==> src/rtl/cmsu_pkg.sv <==
// Shared types and constants for the conservative-update count-min sketch.
// Used by cmsu_front, cmsu_queue, cmsu_back and the top level; no dependencies.
`default_nettype none

package cmsu_pkg;

  localparam int ROWS         = 4;
  localparam int ROW_BUCKETS  = 1024;
  localparam int COUNTER_BITS = 32;

  localparam int KEY_BITS    = 32;
  localparam int AMOUNT_BITS = 16;
  localparam int EST_BITS    = 32;
  localparam int SEED_BITS   = 32;

  localparam int SEED_COUNT    = 4;
  localparam int SEED_IDX_BITS = 2;
  localparam int CFG_IDX_BITS  = 8;

  // Hash keeps the top floor(log2(ROW_BUCKETS)) bits of the product.
  localparam int BUCKET_BITS = $clog2(ROW_BUCKETS + 1) - 1;
  localparam int ADDR_BITS   = $clog2(ROW_BUCKETS);

  // Level is the minimum plus the amount, one bit wider than the wider operand.
  localparam int LVL_BITS =
    ((COUNTER_BITS > AMOUNT_BITS) ? COUNTER_BITS : AMOUNT_BITS) + 1;

  localparam logic [COUNTER_BITS-1:0] CNT_MAX = '1;

  localparam int QUEUE_DEPTH = 4;
  localparam int QPTR_BITS   = $clog2(QUEUE_DEPTH);
  localparam int QCNT_BITS   = $clog2(QUEUE_DEPTH + 1);

  localparam logic ACT_INSERT = 1'b0;
  localparam logic ACT_QUERY  = 1'b1;

  localparam logic [SEED_COUNT-1:0][SEED_BITS-1:0] SEED_RESET = {
    32'd668265263, 32'd3266489917, 32'd2246822519, 32'd2654435761
  };

  // One hashed request waiting for the counter update unit.
  typedef struct packed {
    logic                            action;
    logic [AMOUNT_BITS-1:0]          amount;
    logic [ROWS-1:0][ADDR_BITS-1:0]  addr;
  } item_t;

  typedef struct packed {
    logic full;
    logic empty;
  } queue_stat_t;

  typedef struct packed {
    logic clearing;
  } back_stat_t;

  typedef enum logic [2:0] {
    ST_CLEAR,
    ST_IDLE,
    ST_READ,
    ST_MIN,
    ST_UPD
  } back_state_t;

endpackage

`default_nettype wire

==> src/rtl/cmsu_front.sv <==
// Front end: accepts requests, holds the seed registers and hashes each key
// into one bucket address per row. Depends on cmsu_pkg.
`default_nettype none

module cmsu_front (
  input  wire                                   clk,
  input  wire                                   rst,
  // Configuration write channel.
  input  wire                                   cfg_valid,
  output logic                                  cfg_ready,
  input  wire  [cmsu_pkg::CFG_IDX_BITS-1:0]     cfg_index,
  input  wire  [cmsu_pkg::SEED_BITS-1:0]        cfg_data,
  // Request stream.
  input  wire                                   s_tvalid,
  output logic                                  s_tready,
  input  wire                                   s_action,
  input  wire  [cmsu_pkg::KEY_BITS-1:0]         s_key,
  input  wire  [cmsu_pkg::AMOUNT_BITS-1:0]      s_amount,
  // To the queue.
  output logic                                  push,
  output cmsu_pkg::item_t                       push_item,
  input  cmsu_pkg::queue_stat_t                 q_stat,
  input  cmsu_pkg::back_stat_t                  b_stat
);

  logic [cmsu_pkg::SEED_COUNT-1:0][cmsu_pkg::SEED_BITS-1:0] seeds;

  logic                               iv;
  logic                               ia;
  logic [cmsu_pkg::KEY_BITS-1:0]      ik;
  logic [cmsu_pkg::AMOUNT_BITS-1:0]   iam;

  logic [cmsu_pkg::ROWS-1:0][31:0]    prod;

  assign cfg_ready = 1'b1;

  always_ff @(posedge clk) begin
    if (rst) begin
      seeds <= cmsu_pkg::SEED_RESET;
    end else if (cfg_valid && cfg_index < cmsu_pkg::CFG_IDX_BITS'(cmsu_pkg::SEED_COUNT)) begin
      seeds[cfg_index[cmsu_pkg::SEED_IDX_BITS-1:0]] <= cfg_data;
    end
  end

  assign push     = iv && !q_stat.full;
  assign s_tready = !b_stat.clearing && (!iv || !q_stat.full);

  always_ff @(posedge clk) begin
    if (rst) begin
      iv <= 1'b0;
    end else if (s_tvalid && s_tready) begin
      iv <= 1'b1;
    end else if (push) begin
      iv <= 1'b0;
    end
  end

  always_ff @(posedge clk) begin
    if (s_tvalid && s_tready) begin
      ia  <= s_action;
      ik  <= s_key;
      iam <= s_amount;
    end
  end

  // The product goes straight into a queue entry, so each multiplier is
  // followed by a register.
  always_comb begin
    push_item.action = ia;
    push_item.amount = iam;
    for (int r = 0; r < cmsu_pkg::ROWS; r++) begin
      prod[r] = ik * (seeds[r] | 32'd1);
      push_item.addr[r] =
        cmsu_pkg::ADDR_BITS'(prod[r][31 -: cmsu_pkg::BUCKET_BITS]);
    end
  end

endmodule

`default_nettype wire

==> config.mk <==
export PLATFORM = sky130hd
export DESIGN_NAME = cmsu_front
export DESIGN_NICKNAME = d
export VERILOG_FILES = /design/src/rtl/cmsu_pkg.sv /design/src/rtl/cmsu_front.sv
export SDC_FILE = /design/constraint.sdc
export NUM_CORES = 2
export LEC_CHECK = 0
export BUFFER_PORTS_ARGS = -buffer_cell sky130_fd_sc_hd__buf_2
export CAP_MARGIN = 20
export CORE_MARGIN = 3
export CORE_UTILIZATION = 25
export DETAILED_ROUTE_END_ITERATION = 8
export PLACE_DENSITY_LB_ADDON = 0.2
export SYNTH_ARGS = -nofsm -noshare
export SYNTH_HDL_FRONTEND = slang
export SYNTH_SLANG_ARGS = --single-unit
==> constraint.sdc <==
create_clock -name clk -period 22.1 [get_ports clk]
set_input_delay 2.21 -clock clk [delete_from_list [all_inputs] [get_ports clk]]
set_output_delay 2.21 -clock clk [all_outputs]
set_load 0.005 [all_outputs]
==> impl_metrics.tcl <==
set metrics [dict create \
    dp_hpwl_mm 160 \
    viasPerCell 4.38 \
    drc 0 \
    rsz0062_at_grt "false" \
    critPathArrivalTime_ps 9360 \
    ctsResizeCount 0 \
    synth_area_per_cell_um2 9.38 \
    antenna_found_initial 19 \
    first_pass_iters 5 \
    setup_tns_ps 0 \
    core_mm2 0.261 \
    setup-violations-final 0 \
    met1_usage_pct 22.8 \
    layout_commonest_cell "fa_1" \
    period_minus_slack_ps 11570 \
    cts_tree "done" \
    crit_cells 27 \
    synth_xor_area_share_pct 3.70 \
    globalRouteOverflowTotal 0 \
    first_iter_violations 2349 \
    cts_setup_buffers 0 \
    synthAdderAreaFrac_pct 58.7 \
    slowest_stage "edfxtp_1" \
    finalCritPeriodShare_pct 52.4 \
    crit_buf_inv 9 \
    synth_edf_count 49 \
    htreeDepth 4 \
    fmax_ghz 0.0864 \
    ys_ff_latch 174 \
    postRouteAntennaNets 0 \
    synthesis.nets 9219 \
    synth_top_family_by_area "adder cells" \
    ys_warn_count 0 \
    routed_wl_mm 216 \
    preCtsSetupSlack_ps 10940 \
    vias 45600 \
    synth_compound_area_share_pct 1.83 \
    start_util_pct 25.2 \
    worst_pin_slew_ps 1200 \
    hold_path.class "reg2reg" \
    cpMostUsedCell "fa_1" \
    finalNetCount 9103 \
    ctsHoldBuffers 0 \
    grtUsageTotal_pct 16.4 \
    slew_headroom_pct 19.8 \
    worstHoldPathCells 2 \
    insertion_delay_ps 560 \
    status "finished, final reports clean" \
    area_delta_synth_final_pct 8.04 \
    final_cell_mix "fa_1 (1628), inv_1 (1406), and2_1 (1228), nand2_1 (1021), ha_1 (480)" \
    critical_path_class "reg2out" \
    grt_max_degree 93 \
    max_cap_violations 0 \
    clock_path_buffers 3 \
    yosys.cell_types.count 60 \
    crit_path_start_kind "flip-flop" \
    die_w_um 519 \
    synth_mux_area_share_pct 0 \
    ys.flop_type "dfxtp_1" \
    clkSinkCount 174 \
    ios 156 \
    seq_area_frac_synth_pct 6.04 \
    io_buffers 152 \
    routabilityCongestion 0.808 \
    yosys.area_share.simple_pct 19.2 \
    max_stage_delay_ps 1010 \
    synthArstFlopShare_pct 0 \
    die_h_um 519 \
    whs_ps 462 \
    post_drt_wl_per_cell_um 20.7 \
    crit_path_end_kind "output pin" \
    first_global_vias 51700 \
    use_met2_pct 27.7 \
    fin_worst_skew_ps 36.1 \
    cp_top_family "adder cells" \
    syn_inst 7015 \
    die-area_mm2 0.269 \
    numCtsBuffers 25 \
    finalHoldViolCount 0 \
    crit_required_ps 19890 \
    r2r_cells 3 \
    busiest_layer "met2" \
    drive_gt1_share_pct 4.81 \
    grt_first_pass_wirelength_mm 335 \
    setup_slack_ps 10530 \
    slew_violations 0 \
    grt_use_met3_pct 1.68 \
    syn_area_mm2 0.0658 \
    cp_max_fo 38 \
    cts-root-buf "clkbuf_16" \
    clk_pin_slew_ps 80 \
    num_rows 187 \
]
cell type report:
class / count / area, um^2
fillers: 28000 / 190000
multi-input cells: 5012 / 54900
inverters: 1406 / 5280
well taps: 3496 / 4370
flip-flops and latches: 174 / 3980
repair buffers: 280 / 1810
clock buffers: 28 / 667
clock inverters: 5 / 57.6
diodes: 11 / 27.5
cells by family (layout without fill, tap and decap cells):
family | after synthesis | count (layout)
simple gates | 2427 | 2427
fa+ha+maj | 2108 | 2108
buf+inv | 1829 | 1719
compound gates | 198 | 198
flops | 174 | 174
xor+xnor | 278 | 278
other cells | 1 | 12
flip-flops by register name (all words and copies together), names as in the netlist:
signal  flops
iam        16
seeds     124
ik         32
ia          1
iv          1
cell usage after synthesis (all sizes together), types with 6 or more instances:
library cell  number  area [um^2]
fa              1628        32600
inv             1406         5280
and2            1229         7690
nand2           1021         3830
ha               480         6010
clkbuf           362         1360
xnor2            217         1900
dfxtp            125         2500
a21oi             92          464
nand3b            70          526
buf               61          302
xor2              61          534
edfxtp            49         1470
o21ai             38          190
nor2              33          124
nand3             16         80.1
nor3              16         80.1
a211oi            13          108
nand4             12         75.1
a21o               9         67.6
o21bai             7         52.6
and3               6         37.5
o211ai             6         45.0
metal layers:
metal / up-vias / part of all wire, %
met5: - / 0.016
met4: 6 / 2.3
met3: 172 / 4.2
met2: 1018 / 48
met1: 24400 / 45
li1: 20000 / -
worst paths after layout:
path	start	endpoint	slack (ps)
hold reg to reg	seeds[106]	seeds[106]	460
hold / removal	seeds[106]	seeds[106]	460
setup / recovery	ik[4]	push_item[6]	10530
setup reg to reg	iv	ik[14]	20190
worst reg2reg max path, cell delays in order, from the launching register on:
cell and delay (ps):
dfxtp_1 320, a21oi_1 160, and2_4 500, buf_4 550
per-stage QoR:
stage                     cells  util [%]  area [um^2]
after floorplan            7015         -        65800
after global placement    10400      27.0        70300
after detailed placement  10400      27.0        70300
after CTS                 10400      27.3        71100
after global routing      10400      27.3        71100
final                     10400      27.3        71100
Power is not shown: default switching activity piles up to over one toggle a cycle in this logic, so the estimate is an artifact.
