**src/rtl/cmsu_pkg.sv**
```systemverilog
// Shared types and constants for the conservative-update count-min sketch.
// Used by cmsu_front, cmsu_queue, cmsu_back and the top level; no dependencies.
`default_nettype none

package cmsu_pkg;

  localparam int ROWS         = 4;
  localparam int ROW_BUCKETS  = 1024;
  localparam int COUNTER_BITS = 32;

  localparam int KEY_BITS    = 32;
  localparam int AMOUNT_BITS = 16;
  localparam int EST_BITS    = 32;
  localparam int SEED_BITS   = 32;

  localparam int SEED_COUNT    = 4;
  localparam int SEED_IDX_BITS = 2;
  localparam int CFG_IDX_BITS  = 8;

  // Hash keeps the top floor(log2(ROW_BUCKETS)) bits of the product.
  localparam int BUCKET_BITS = $clog2(ROW_BUCKETS + 1) - 1;
  localparam int ADDR_BITS   = $clog2(ROW_BUCKETS);

  // Level is the minimum plus the amount, one bit wider than the wider operand.
  localparam int LVL_BITS =
    ((COUNTER_BITS > AMOUNT_BITS) ? COUNTER_BITS : AMOUNT_BITS) + 1;

  localparam logic [COUNTER_BITS-1:0] CNT_MAX = '1;

  localparam int QUEUE_DEPTH = 4;
  localparam int QPTR_BITS   = $clog2(QUEUE_DEPTH);
  localparam int QCNT_BITS   = $clog2(QUEUE_DEPTH + 1);

  localparam logic ACT_INSERT = 1'b0;
  localparam logic ACT_QUERY  = 1'b1;

  localparam logic [SEED_COUNT-1:0][SEED_BITS-1:0] SEED_RESET = {
    32'd668265263, 32'd3266489917, 32'd2246822519, 32'd2654435761
  };

  // One hashed request waiting for the counter update unit.
  typedef struct packed {
    logic                            action;
    logic [AMOUNT_BITS-1:0]          amount;
    logic [ROWS-1:0][ADDR_BITS-1:0]  addr;
  } item_t;

  typedef struct packed {
    logic full;
    logic empty;
  } queue_stat_t;

  typedef struct packed {
    logic clearing;
  } back_stat_t;

  typedef enum logic [2:0] {
    ST_CLEAR,
    ST_IDLE,
    ST_READ,
    ST_MIN,
    ST_UPD
  } back_state_t;

endpackage

`default_nettype wire

```
**src/rtl/cmsu_queue.sv**
```systemverilog
// Short request queue between the hash front end and the update unit.
// Depends on cmsu_pkg.
`default_nettype none

module cmsu_queue (
  input  wire                    clk,
  input  wire                    rst,
  input  wire                    push,
  input  cmsu_pkg::item_t        push_item,
  input  wire                    pop,
  output cmsu_pkg::item_t        head,
  output cmsu_pkg::queue_stat_t  q_stat
);

  cmsu_pkg::item_t                  entries [cmsu_pkg::QUEUE_DEPTH];
  logic [cmsu_pkg::QPTR_BITS-1:0]   wptr;
  logic [cmsu_pkg::QPTR_BITS-1:0]   rptr;
  logic [cmsu_pkg::QCNT_BITS-1:0]   count;

  assign q_stat.full  = (count == cmsu_pkg::QCNT_BITS'(cmsu_pkg::QUEUE_DEPTH));
  assign q_stat.empty = (count == '0);
  assign head         = entries[rptr];

  always_ff @(posedge clk) begin
    if (rst) begin
      wptr  <= '0;
      rptr  <= '0;
      count <= '0;
    end else begin
      if (push) begin
        wptr <= wptr + 1'b1;
      end
      if (pop) begin
        rptr <= rptr + 1'b1;
      end
      if (push && !pop) begin
        count <= count + 1'b1;
      end else if (pop && !push) begin
        count <= count - 1'b1;
      end
    end
  end

  always_ff @(posedge clk) begin
    if (push) begin
      entries[wptr] <= push_item;
    end
  end

  a_no_overflow: assert property (@(posedge clk) disable iff (rst)
    push && !pop |-> !q_stat.full)
    else $error("queue written while full");

  a_no_underflow: assert property (@(posedge clk) disable iff (rst)
    pop |-> !q_stat.empty)
    else $error("queue read while empty");

  a_count_bound: assert property (@(posedge clk) disable iff (rst)
    count <= cmsu_pkg::QCNT_BITS'(cmsu_pkg::QUEUE_DEPTH))
    else $error("queue count beyond depth");

endmodule

`default_nettype wire

```
**config.mk**
```make
export PLATFORM = sky130hd
export DESIGN_NAME = cmsu_queue
export DESIGN_NICKNAME = d
export VERILOG_FILES = /design/src/rtl/cmsu_pkg.sv /design/src/rtl/cmsu_queue.sv
export SDC_FILE = /design/constraint.sdc
export NUM_CORES = 1
export LEC_CHECK = 0
export BUFFER_PORTS_ARGS = -buffer_cell sky130_fd_sc_hd__buf_2
export CAP_MARGIN = 10
export CORE_MARGIN = 2
export CORE_UTILIZATION = 25
export CTS_CLUSTER_DIAMETER = 80
export CTS_CLUSTER_SIZE = 30
export DETAILED_ROUTE_END_ITERATION = 8
export PLACE_DENSITY = 0.47
export SLEW_MARGIN = 40
export SYNTH_ARGS = -nofsm -noshare
export SYNTH_HDL_FRONTEND = slang
export SYNTH_SLANG_ARGS = --single-unit
export TNS_END_PERCENT = 1
```
**constraint.sdc**
```tcl
create_clock -name clk -period 3.38 [get_ports clk]
set_input_delay 0.676 -clock clk [delete_from_list [all_inputs] [get_ports clk]]
set_output_delay 0.676 -clock clk [all_outputs]
set_load 0.005 [all_outputs]
```
==> results of run 1 <==
-- through the flow --
stage | power, mW | hold slack [ps] | area [um^2] | std cells
after floorplan | 3.80 | 466 | 8650 | 341
after global placement | 4.05 | 478 | 9770 | 904
after detailed placement | 4.09 | 511 | 9870 | 909
after CTS | 6.07 | 369 | 10400 | 933
after global routing | 6.22 | 367 | 10400 | 933
final | 5.95 | 404 | 10400 | 933
-- worst max-delay path: cells and delay by family (launching register included) --
kind	cells	cell delay [ps]
mux	1	560
buf+inv	2	540
flops	1	510
-- flip-flops by register name, summed over array words and instances (netlist names), named ones only --
signal,cells
count,3
entries,228
rptr,2
wptr,2
-- worst max path at each step --
stage / startpoint / endpoint / slack (ps)
CTS: flop / head[52] / 480
floorplan: push / entries[0][0]$_DFFE_PP_ / 930
global placement: flop / head[52] / 1030
finish: flop / head[41] / 590
global route: flop / head[33] / 430
detailed placement: flop / head[52] / 1030
-- Yosys cell counts, drive strengths merged, types with 2 or more instances --
library cell	count
mux4	57
nor2	7
xnor2	2
and2	4
clkbuf	3
dfxtp	9
edfxtp	228
buf	10
ha	5
xor2	3
mux2i	2
inv	4
-- final cells by class --
cell class | instances | area, um^2
multi-input combinational | 87 | 1520
inverter | 4 | 15.0
tap | 455 | 569
clock inverter | 8 | 121
clock buffer | 16 | 379
timing repair buffer | 126 | 723
fill | 3335 | 23900
sequential | 237 | 7030
-- cells by family (layout without fill, tap and decap cells) --
family                   Yosys count  after routing  synth area share, %
flip-flops                       237            237                 81.3
multiplexers                      59             59                 15.1
buffers and inverters             17            154                 1.23
AND/OR/NAND/NOR                   15             15                0.854
adder cells (fa/ha/maj)            6              6                0.955
XOR/XNOR                           5              5                0.507
AO/OA/AOI/OAI                      2              2                0.116
-- power groups by stage --
stage / Clock [mW] / Sequential, mW / Combinational [mW]
global route: 2.14 / 3.44 / 0.631
detailed placement: 0 / 3.50 / 0.595
finish: 1.96 / 3.42 / 0.575
floorplan: 0 / 3.47 / 0.336
CTS: 2.05 / 3.43 / 0.597
global placement: 0 / 3.50 / 0.552
-- routing by layer --
layer	vias to the layer above	track usage [%]
met5	-	0
met4	0	2.06
met3	16	2.01
met2	77	15.8
met1	2042	12.1
li1	1688	-
==> results.md, run 1 <==
* 1st-iter DRT viols at 179
* Core area at 34300 um^2
* EDFF count, synth at 228
* Drt pass-1 iters at 4
* Slowest CP cell: mux4_2
* Max cap viols at 0
* Synthesis Warnings at 0
* Final Hold Viols at 0
* DR WL/cell at 18.0 um
* Post-synth top area share at 79.2%
* Max transition margin at 62.3%
* Avg Synthesized Cell Area at 25.4 um^2
* Register-to-Register Setup Slack at 1590 ps
* Nets@finish at 537
* Initial antenna violation count at 1
* Worst stage delay on the critical path at 560 ps
* IO Count at 120
* Clk buf depth at 3
* Setup crit end kind: output port
* Arr. time, crit path at 2110 ps
* VDD IR-drop max at 0.311 mV
* Die height at 190 um
* Post-synth ARST share at 0%
* Worst reg2reg path endpoint: entries[2][27]$_DFFE_PP_
* Final Util at 30.2%
* I/O Buffers at 119
* Row cnt at 68
* RSZ-0062 raised after global routing: false
* CTS buffer count at 14
* Commonest non-fill, non-tap cell in the layout: edfxtp_1
* Leakage at 3.38 nW
* Die width at 190 um
* Gr ovfl total at 0
* H-tree level count at 1
* Sequential Power Share at 57.5%
* Vias per cell at 4.10
* CTS Hold Buffers Added at 0
* Met2 wire length at 8260 um
* Switching power at 1.30 mW
* Worst slew pin tran at 565 ps
* WHS Endpoint: entries[1][47]$_DFFE_PP_
* Final worst-path cycle share at 82.5%
* Crit-path cells: buf_4 -> mux4_2 -> buf_2
* Netlist cell types at 21
* Internal at 4.66 mW
* Sw Ratio at 21.8%
* Post-DP HPWL at 10400 um
* Vias at 3823
* Largest net degree at the start of global routing at 32
* Top FF cell, synth: edfxtp_1
* Number of post-CTS setup repair buffers at 0
* Worst slack at placement at 1030 ps
* Syn nets at 408
* CTS clk-pin slew, worst paths at 100 ps
* CTS tree: built
* Vias in the first global route at 4234
* Top Layer Used: met4
* Total track usage at 9.28%
* Fin. max-slew vios at 0
* Post-Syn Area at 8650 um^2
* Worst Min Path Start: push_item[47]
* Post-route DRC violation count at 0
* Post-route ant nets at 0
* Number of gates resized after cts at 0
* Post-route minimum period at 2790 ps
* Launching point of the worst reg2reg path: wptr[0]$_SDFFE_PP0P_
* Layout cells sized above 1 at 44.1%
* Final worst slack at 592 ps
* Clock network power share at 32.9%
* Final setup fails at 0
* Outcome: finished, final reports clean
* Setup CP Type: flop to output port
* WL final at 16800 um
* Post-Syn Instances at 341
* Most frequent cells in the layout: edfxtp_1, buf_2, mux4_2
* CP startpoint kind: flop
* Placer Congestion at 0.651
* Wire length on met3 at 780 um
* Worst min path class: input port to flop
* Area delta synth->final at 19.9%
* ANT cells at 0
* Worst skew pair latency at 480 ps
* Maximum fanout along the worst path at 17
* Root Driver: clkbuf_16
* First-pass GRT wire length at 25400 um
* TNS Setup at 0 ps
* CP required at 2700 ps
* Hold path depth at 1
* Peak Freq at 359 MHz
* Power Density at 574 nW/um^2
* Largest cells by area after synthesis: edfxtp_1, mux4_2, dfxtp_1
* Depth of the most critical reg-to-reg path at 4
* CTS sink cnt at 237
* Yosys top cell by area: edfxtp_1
* Initial Util at 25.2%
* Sequential area share after synthesis at 81.3%
* Area of the die at 36100 um^2
* Logic pwr share at 9.7%
* DRT met1 WL at 7570 um
* Clock Skews at 18.4 ps
* Synth Register Bits at 237
Note: power is estimated with default switching activity, not from simulation.
==> run 2: changes to the inputs <==
==> constraint.sdc (replaced) <==
create_clock -name clk -period 2.8 [get_ports clk]
set_input_delay 0.56 -clock clk [delete_from_list [all_inputs] [get_ports clk]]
set_output_delay 0.56 -clock clk [all_outputs]
set_load 0.005 [all_outputs]
==> run 2 against run 1 <==
Routed wire length rose by 2.4%. Die area unchanged. First-iteration DRC count rose by 5.0%. Core utilization up 0.13 points. Non-clock buffer count up 7. Critical path depth stayed put. Critical path type unchanged. Largest power group unchanged.
==> results.md, run 2 (synthesis results as in run 1) <==
* Register-to-Register Setup Slack at 1150 ps (was 1590 ps)
* CTS buffer count at 14 (unchanged)
* I/O Buffers at 119 (unchanged)
* Final setup fails at 0 (unchanged)
* Post-route minimum period at 2540 ps
* CP required at 2240 ps (was 2700 ps)
* Largest net degree at the start of global routing at 33 (was 32)
* Initial Util at 25.2% (unchanged)
* Vias per cell at 4.12 (was 4.10)
* WHS Endpoint: entries[3][54]$_DFFE_PP_ (was entries[1][47]$_DFFE_PP_)
* Max cap viols at 0 (unchanged)
* Met2 wire length at 8810 um (was 8260 um)
* Worst slack at placement at 557 ps (was 1030 ps)
* RSZ-0062 raised after global routing: false (unchanged)
* Clk buf depth at 3 (unchanged)
* CTS Hold Buffers Added at 0 (unchanged)
* Post-DP HPWL at 10800 um (was 10400 um)
* Row cnt at 68 (unchanged)
* Setup CP Type: flop to output port (unchanged)
* VDD IR-drop max at 0.284 mV (was 0.311 mV)
* Worst skew pair latency at 500 ps (was 480 ps)
* Layout cells sized above 1 at 45.2% (was 44.1%)
* 1st-iter DRT viols at 188 (was 179)
* Fin. max-slew vios at 0 (unchanged)
* Top Layer Used: met5 (was met4)
* Nets@finish at 544 (was 537)
* Power Density at 683 nW/um^2 (was 574 nW/um^2)
* Gr ovfl total at 0 (unchanged)
* IO Count at 120 (unchanged)
* Worst Min Path Start: push_item[54] (was push_item[47])
* Commonest non-fill, non-tap cell in the layout: edfxtp_1 (unchanged)
* Worst min path class: input port to flop (unchanged)
* Final worst-path cycle share at 90.6%
* Drt pass-1 iters at 4 (unchanged)
* Final worst slack at 264 ps (was 592 ps)
* CTS sink cnt at 237 (unchanged)
* Hold path depth at 1 (unchanged)
* Final worst hold slack at 271 ps (was 404 ps)
* Launching point of the worst reg2reg path: wptr[1]$_SDFFE_PP0P_ (was wptr[0]$_SDFFE_PP0P_)
* Max reg flops at 228 (unchanged)
* Regs by FF count: entries (228), count (3) (unchanged)
* Post-route DRC violation count at 0 (unchanged)
* Fill cell count at 3315 (was 3335)
* Root Driver: clkbuf_16 (unchanged)
* CTS clk-pin slew, worst paths at 100 ps (about the same)
* TNS Setup at 0 ps (unchanged)
* Die height at 190 um (unchanged)
* Core area at 34300 um^2 (unchanged)
* Maximum fanout along the worst path at 32 (was 17)
* Clock Skews at 13.2 ps (was 18.4 ps)
* Most frequent cells in the layout: edfxtp_1, buf_2, mux4_2 (unchanged)
* Number of gates resized after cts at 0 (unchanged)
* Vias at 3869 (was 3823)
* Final Hold Viols at 0 (unchanged)
* Area of the die at 36100 um^2 (unchanged)
* Max transition margin at 69.3% (was 62.3%)
* Biggest register: entries (unchanged)
* Die width at 190 um (unchanged)
* Final Util at 30.4% (was 30.2%)
* Initial antenna violation count at 2 (was 1)
* Vias in the first global route at 4331 (was 4234)
* Total track usage at 9.56% (was 9.28%)
* WL final at 17200 um (was 16800 um)
* Worst slew pin tran at 460 ps (was 565 ps)
* DRT met1 WL at 7220 um (was 7570 um)
* Area delta synth->final at 20.4% (was 19.9%)
* DR WL/cell at 18.3 um (was 18.0 um)
* Wire length on met3 at 983 um (was 780 um)
* Arr. time, crit path at 1980 ps (was 2110 ps)
* Worst reg2reg path endpoint: entries[1][8]$_DFFE_PP_ (was entries[2][27]$_DFFE_PP_)
* CTS tree: built (unchanged)
* Depth of the most critical reg-to-reg path at 4 (unchanged)
* First-pass GRT wire length at 25900 um (was 25400 um)
* H-tree level count at 1 (unchanged)
* CP startpoint kind: flop (unchanged)
* Leakage at 3.40 nW (was 3.38 nW)
* Post-route ant nets at 0 (unchanged)
* Setup crit end kind: output port (unchanged)
* Outcome: finished, final reports clean (unchanged)
* Peak Freq at 394 MHz
* Placer Congestion at 0.657 (was 0.651)
[run 2: metal layers]
| layer | global-route usage (%) | up-vias |
|---|---|---|
| li1 | - | 1709 |
| met1 | 12.0 | 2060 |
| met2 | 16.7 | 79 |
| met3 | 2.42 | 19 |
| met4 | 1.91 | 2 |
| met5 | 0 | - |
[run 2: power breakdown]
part           leakage [nW]  internal [mW]  total [mW]  switching, mW
sequential             2.17           4.06        4.13         0.0642
combinational          1.01          0.367       0.722          0.355
clock                 0.228           1.05        2.26           1.21
[run 2: critical path, cell delays in order, from the launching register on]
cell     delay (ps)
dfxtp_4         630
buf_12          300
mux4_2          360
buf_2           150
[run 2: layout make-up]
| class | instances | area, um^2 | share of cell area (%) |
|---|---|---|---|
| flip-flops and latches | 237 | 7030 | 67.6 |
| well taps | 455 | 569 | 5.47 |
| clock inverters | 8 | 101 | 0.974 |
| multi-input cells | 87 | 1520 | 14.6 |
| repair buffers | 133 | 788 | 7.57 |
| inverters | 4 | 15.0 | 0.144 |
| clock buffers | 15 | 375 | 3.61 |
| diodes | 1 | 2.50 | 0.0240 |
[run 2: worst max-delay path by stage]
stage | cells after the start | slack (ps) | startpoint | endpoint
2_1_floorplan | 1 | 470 | push | entries[0][0]$_DFFE_PP_
3_3_place_gp | 3 | 560 | flop | head[53]
3_5_place_dp | 3 | 560 | flop | head[53]
4_1_cts | 3 | 170 | flop | head[53]
5_1_grt | 3 | 130 | flop | head[0]
6_report | 3 | 260 | flop | head[53]
[run 2: timing repair]
action | in CTS | in global routing
setup buffers | 2 | 0
setup endpoints to repair | 1 | 0
hold endpoints to repair | 0 | 0
[run 2: stage by stage]
step,cell area [um^2],power (mW),instances
6_report,10400,7.11,940
5_1_grt,10400,7.44,939
4_1_cts,10400,7.26,939
3_5_place_dp,9920,4.96,914
3_3_place_gp,9920,4.93,914
2_1_floorplan,8650,4.59,341
